`config.mk`:
```
export PLATFORM = sky130hd
export DESIGN_NAME = tbbu_stats
export DESIGN_NICKNAME = d
export VERILOG_FILES = /design/src/tbbu_pkg.sv /design/src/tbbu_stats.sv
export SDC_FILE = /design/constraint.sdc
export NUM_CORES = 1
export LEC_CHECK = 0
export BUFFER_PORTS_ARGS = -buffer_cell sky130_fd_sc_hd__buf_2
export CAP_MARGIN = 20
export CORE_MARGIN = 2
export CORE_UTILIZATION = 58
export CTS_CLUSTER_DIAMETER = 30
export DETAILED_ROUTE_END_ITERATION = 8
export GPL_TIMING_DRIVEN = 1
export PLACE_DENSITY = 0.82
export RECOVER_POWER = 50
export SYNTH_ARGS = -nofsm -noshare
export SYNTH_HDL_FRONTEND = slang
export SYNTH_SLANG_ARGS = --single-unit
```
`constraint.sdc`:
```
create_clock -name i_clk -period 2.9 [get_ports i_clk]
set_input_delay 0 -clock i_clk [delete_from_list [all_inputs] [get_ports i_clk]]
set_output_delay 0 -clock i_clk [all_outputs]
set_load 0.01 [all_outputs]
```
`src/tbbu_pkg.sv`:
```
// Package for the two-bit branch predictor with BTB: sizes, item types and
// small helper functions. It depends on nothing else.
package tbbu_pkg;

    localparam int PRED_ENTRIES = 1024;
    localparam int BTB_ENTRIES  = 256;

    localparam int PRED_IDX_W = $clog2(PRED_ENTRIES);
    localparam int BTB_IDX_W  = $clog2(BTB_ENTRIES);
    localparam int PC_W       = 32;
    localparam int TAG_W      = PC_W - PRED_IDX_W;
    localparam int CNT_W      = 2;
    localparam int TOTAL_W    = 32;

    typedef logic [PRED_IDX_W-1:0] t_pidx;
    typedef logic [BTB_IDX_W-1:0]  t_bidx;
    typedef logic [TAG_W-1:0]      t_tag;
    typedef logic [CNT_W-1:0]      t_cnt;
    typedef logic [TOTAL_W-1:0]    t_total;

    // Branch kinds and counter values.
    localparam logic [1:0] KIND_COND = 2'd1;
    localparam t_cnt       CNT_MIN   = 2'd0;
    localparam t_cnt       CNT_INIT  = 2'd1;
    localparam t_cnt       CNT_MAX   = 2'd3;
    localparam t_total     TOTAL_MAX = '1;

    typedef struct packed {
        logic [PC_W-1:0] pc_address;
        logic [1:0]      branch_kind;
        logic            taken;
    } t_in_item;

    typedef struct packed {
        logic   predicted_taken;
        logic   mispredicted;
        logic   btb_checked;
        logic   btb_hit;
        t_cnt   old_counter;
        t_cnt   new_counter;
        t_total branches_seen;
        t_total mispredictions_seen;
        t_total predicted_taken_seen;
        t_total btb_misses_seen;
    } t_out_item;

    // Events of one committing branch, for the statistics block.
    typedef struct packed {
        logic commit;
        logic pred;
        logic miss;
        logic btb_miss;
    } t_stat_evt;

    typedef struct packed {
        t_total branches;
        t_total mispredicts;
        t_total pred_taken;
        t_total btb_misses;
    } t_totals;

    function automatic t_pidx pred_idx(input logic [PC_W-1:0] pc);
        return pc[PRED_IDX_W+1:2];
    endfunction

    function automatic t_bidx btb_idx(input logic [PC_W-1:0] pc);
        return pc[BTB_IDX_W+1:2];
    endfunction

    function automatic t_tag pc_tag(input logic [PC_W-1:0] pc);
        return pc[PC_W-1:PRED_IDX_W];
    endfunction

    function automatic t_cnt cnt_next(input t_cnt old, input logic tk);
        t_cnt res;
        if (tk) begin
            res = (old == CNT_MAX) ? CNT_MAX : old + t_cnt'(1);
        end else begin
            res = (old == CNT_MIN) ? CNT_MIN : old - t_cnt'(1);
        end
        return res;
    endfunction

    function automatic t_total sat_inc(input t_total v, input logic en);
        t_total res;
        res = v;
        if (en && (v != TOTAL_MAX)) begin
            res = v + t_total'(1);
        end
        return res;
    endfunction

endpackage

```
`src/tbbu_stats.sv`:
```
// Saturating running totals of the predictor.
// Depends on tbbu_pkg for the event and totals types.
module tbbu_stats (
    input  logic               i_clk,
    input  logic               i_rst_n,
    input  tbbu_pkg::t_stat_evt i_evt,
    output tbbu_pkg::t_totals  o_totals
);

    tbbu_pkg::t_totals r_totals;
    tbbu_pkg::t_totals n_totals;

    // The totals including the events of the branch now committing.
    always_comb begin
        n_totals.branches    = tbbu_pkg::sat_inc(r_totals.branches, 1'b1);
        n_totals.mispredicts = tbbu_pkg::sat_inc(r_totals.mispredicts, i_evt.miss);
        n_totals.pred_taken  = tbbu_pkg::sat_inc(r_totals.pred_taken, i_evt.pred);
        n_totals.btb_misses  = tbbu_pkg::sat_inc(r_totals.btb_misses, i_evt.btb_miss);
    end

    always_ff @(posedge i_clk) begin
        if (!i_rst_n) begin
            r_totals <= '0;
        end else if (i_evt.commit) begin
            r_totals <= n_totals;
        end
    end

    assign o_totals = n_totals;

endmodule

```
==> Word-level counts from Yosys, hierarchy flattened <==
Cells that the tools add are included.
{ "word_totals": {"reg_bits": 128, "inputBits": 6, "output_inout_bits": 128, "wordCells": 19} }
{ "op_classes": {"addsub": 4, "eq_ne": 4, "muxes": 4, "n_reduce_logical": 3} }
{ "ops": {"columns": ["operator", "n"], "rows": [
  ["$add A32 B1 Y32 const B", 4],
  ["$mux W32", 4],
  ["$ne A32 B32 Y1 const B", 4],
  ["$logic_and A1 B1 Y1", 3]
]} }

==> Depth between registers and ports, before layout <==
{ "logic_depth": {"ltp_word": 3, "ltp_mapped": 9, "mapped_depth_nobuf": 6} }

==> Worst setup path before layout <==
No wires, ideal clock.
{ "synth_timing": {"path_kind": "reg2out", "start": "register r_totals[96] (netlist name)", "end": "output port o_totals[126] (netlist name)", "arrival_ps": 2299, "required_time_ps": 2900, "slack_ps": 601, "stages_incl_launch_ff": 7, "path_buffers": 1, "cell_sequence": "dfxtp_1 ha_1 nand4_2 or4_4 buf_2 or4b_1 xnor2_1"} }
{ "synth_lines": {"columns": ["item", "line_no", "rtl"], "rows": [
  ["from (decl)", "tbbu_stats.sv:10", "tbbu_pkg::t_totals r_totals;"],
  ["from (signal assigned)", "tbbu_stats.sv:25", "r_totals <= n_totals;"],
  ["to (decl)", "tbbu_stats.sv:7", "output tbbu_pkg::t_totals o_totals"]
]} }

==> results.txt <==
Outcome - complete, no violations
I/O Pins - 134
Critical path class - register to primary output
Die area - 15700 um2
Worst EP arrival - 2.74 ns
Fin crit period - 2.74 ns
Syn avg cell area - 7.74 um2
Critical path endpoint category - primary output
Synthesized Nets - 1114
Final setup viols - 0
Placed Instances - 1368
Mapped cell area - 8550 um2
CP Max Fanout - 8
Sw frac - 22.2%
Wirelength per Cell - 15.6 um
Pins Over Slew Limit - 0
Initial antenna violation count - 0
DRT Pass-1 Iters - 6
Root Buffer Master - clkbuf_16
DRT antenna net count - 0
Die W - 125 um
H-tree levels - 4
Req. time, crit path - 2.90 ns
GPL Wtd Cong - 0.906
Share of post-route cells with drive strength above 1 - 17.6%
Detailed router's first-iteration violation count - 728
Most common library cell in the layout ignoring fill and taps - dfxtp_1
Synth Warn # - 0
All-Layer GR Usage - 27.2%
Via count - 8721
Max reg flops - 128
DR vias/cell - 6.19
Asr flop ratio synth - 0%
Internal - 3.16 mW
WHS - 0.0593 ns
Area Growth Syn to Fin - 16.4%
Critical path startpoint category - register
Achievable frequency - 365 MHz
Clock Tree Buf Depth - 2
Gate power share - 4.2%
Maximum VDD drop - 0.409 mV
Clk_skew - 0.00678 ns
Post-DP HPWL - 14.6 mm
Die H - 125 um
Final Util - 68.7%
Final hold vios - 0
Vias in the first global route - 7742
TritonCTS clock tree - yes
Period utilization - 94.5%
Area occupied by multi-input gates - 5600 um2
Setup TNS - 0 ns
Post-synth EDFFs - 0
Regs by FF count - r_totals (128)
Worst-path clk slew - 0.05 ns
Sequential group share of total power - 43.8%
Synth Instances - 1104
# clock sinks - 128
Clock power frac - 52.0%
Seq/Total Area, Yosys - 30.0%
DRC Markers - 0
Final WL - 21.9 mm
MaxCap Viol Count - 0
Rel. slew slack - 44.1%
PD cells - 409 nW/um2
Starting density of the core - 59.0%
Largest reg by FF count - r_totals
Clk_lat worst skew - 0.42 ns
N_diodes - 0
Cts bufs inserted - 17
Core region area - 14500 um2
Static Leak - 4.09 nW
Seq cells post-synth - 128
Fill count - 1193
Synth cell types - 61
Congestion Overflow GR - 0
Site Rows - 44
Tot Pwr - 4.07 mW
Worst Hold Class - input port to register
FF+latch area - 2560 um2
RSZ-0062 raised after global routing - false
Final Non-Filler Cells - 1408
Global-route wire length before repair - 36.3 mm
Top FF cell, synth - dfxtp_1
Worst Max-Slew Pin Slew - 0.839 ns
Port buffer count - 133
Layout Nets - 1222
Most frequent cells in the layout - dfxtp_1, buf_2, a21oi_1
Switching pwr - 0.904 mW
Largest net degree at the start of global routing - 84
## power by group through the flow
stage	logic, mW	clock network [mW]	registers (mW)
2_1_floorplan	0.118	0	1.81
3_3_place_gp	0.169	0	1.82
3_5_place_dp	0.171	0	1.82
4_1_cts	0.172	2.14	1.78
5_1_grt	0.188	2.22	1.78
6_report	0.171	2.12	1.78
## critical path, cell delays in order (launching register included)
cell and delay [ns]:
dfxtp_1 0.43, ha_1 0.25, nand3_4 0.13, or4_4 0.66, o31ai_4 0.19, buf_4 0.19, mux2_2 0.33, buf_2 0.14
## through the flow
step / instance area, um2 / setup WS [ns]
global placement: 9330 / 0.306
global route: 9950 / 0.00641
finish: 9950 / 0.159
floorplan: 8550 / 0.601
detailed placement: 9330 / 0.234
CTS: 9930 / 0.0158
## worst paths after layout
kind	cells after the start	slack [ns]	to	start
worst max-delay path	7	0.16	o_totals[33]	r_totals[32]
worst min-delay path	4	0.06	r_totals[103]	i_evt[3]
worst max register to register	7	0.26	r_totals[43]	r_totals[32]
worst min register to register	2	0.49	r_totals[86]	r_totals[86]
## cell usage after synthesis, types with 3 or more instances
master / count / area [um2]
dfxtp_1: 128 / 2560
a21oi_1: 95 / 475
xor2_1: 94 / 823
nand2_1: 88 / 330
nor2_1: 80 / 300
or3_1: 57 / 357
o21ai_0: 55 / 275
nand3_1: 54 / 270
nand4_1: 50 / 313
clkbuf_1: 49 / 184
nor3_1: 45 / 225
or4_1: 43 / 323
o31ai_1: 39 / 293
xnor2_1: 38 / 333
and4_1: 21 / 184
buf_2: 21 / 105
inv_1: 17 / 63.8
nor4_1: 13 / 81.3
and3_1: 11 / 68.8
mux2i_1: 8 / 80.1
nand2b_1: 8 / 50.1
o211ai_1: 8 / 60.1
o21ai_1: 7 / 35.0
a21oi_2: 5 / 43.8
and2_1: 5 / 31.3
mux2_2: 5 / 56.3
a31oi_1: 4 / 25.0
buf_4: 4 / 30.0
ha_1: 4 / 50.1
or2_2: 4 / 25.0
a31o_2: 3 / 26.3
nand4_2: 3 / 37.5
nor2b_1: 3 / 18.8
## logic make-up (layout without fill, tap and decap cells)
family                     Yosys count  after routing  synth area share, %
and+or+nand+nor                    498            498                 32.7
AOI/OAI and AO/OA                  233            233                 16.8
xor gates and xnor gates           132            132                 13.5
DFF                                128            128                 30.0
buffers and inverters               96            216                 4.82
muxes                               13             13                 1.60
adders and majority gates            4              4                0.586
## layer usage
metal  global-route usage [%]  wire length [um]  up-vias
met3                     5.39              1460       21
li1                         -                 -     4280
met1                     36.8              9620     4092
met5                        0                 0        -
met4                     8.17               189        0
met2                     44.3             10600      328
## timing repair
action | 4_1_cts | 5_1_grt
hold endpoints to repair | 2 | 0
setup buffers | 0 | 8
gates cloned | 0 | 0
endpoints found under the setup margin | 16 | 40
pin swaps | 1 | 4
gates resized for setup | 2 | 8
hold buffers | 1 | 0
## final cells by class
cell class	count	share of cell area (%)
clock inverters	6	0.805
repair buffers	168	9.23
well taps	184	2.31
flip-flops and latches	128	25.8
clock buffers	25	4.98
multi-input cells	880	56.3
inverters	17	0.654
(Power assumes the default switching activity.)
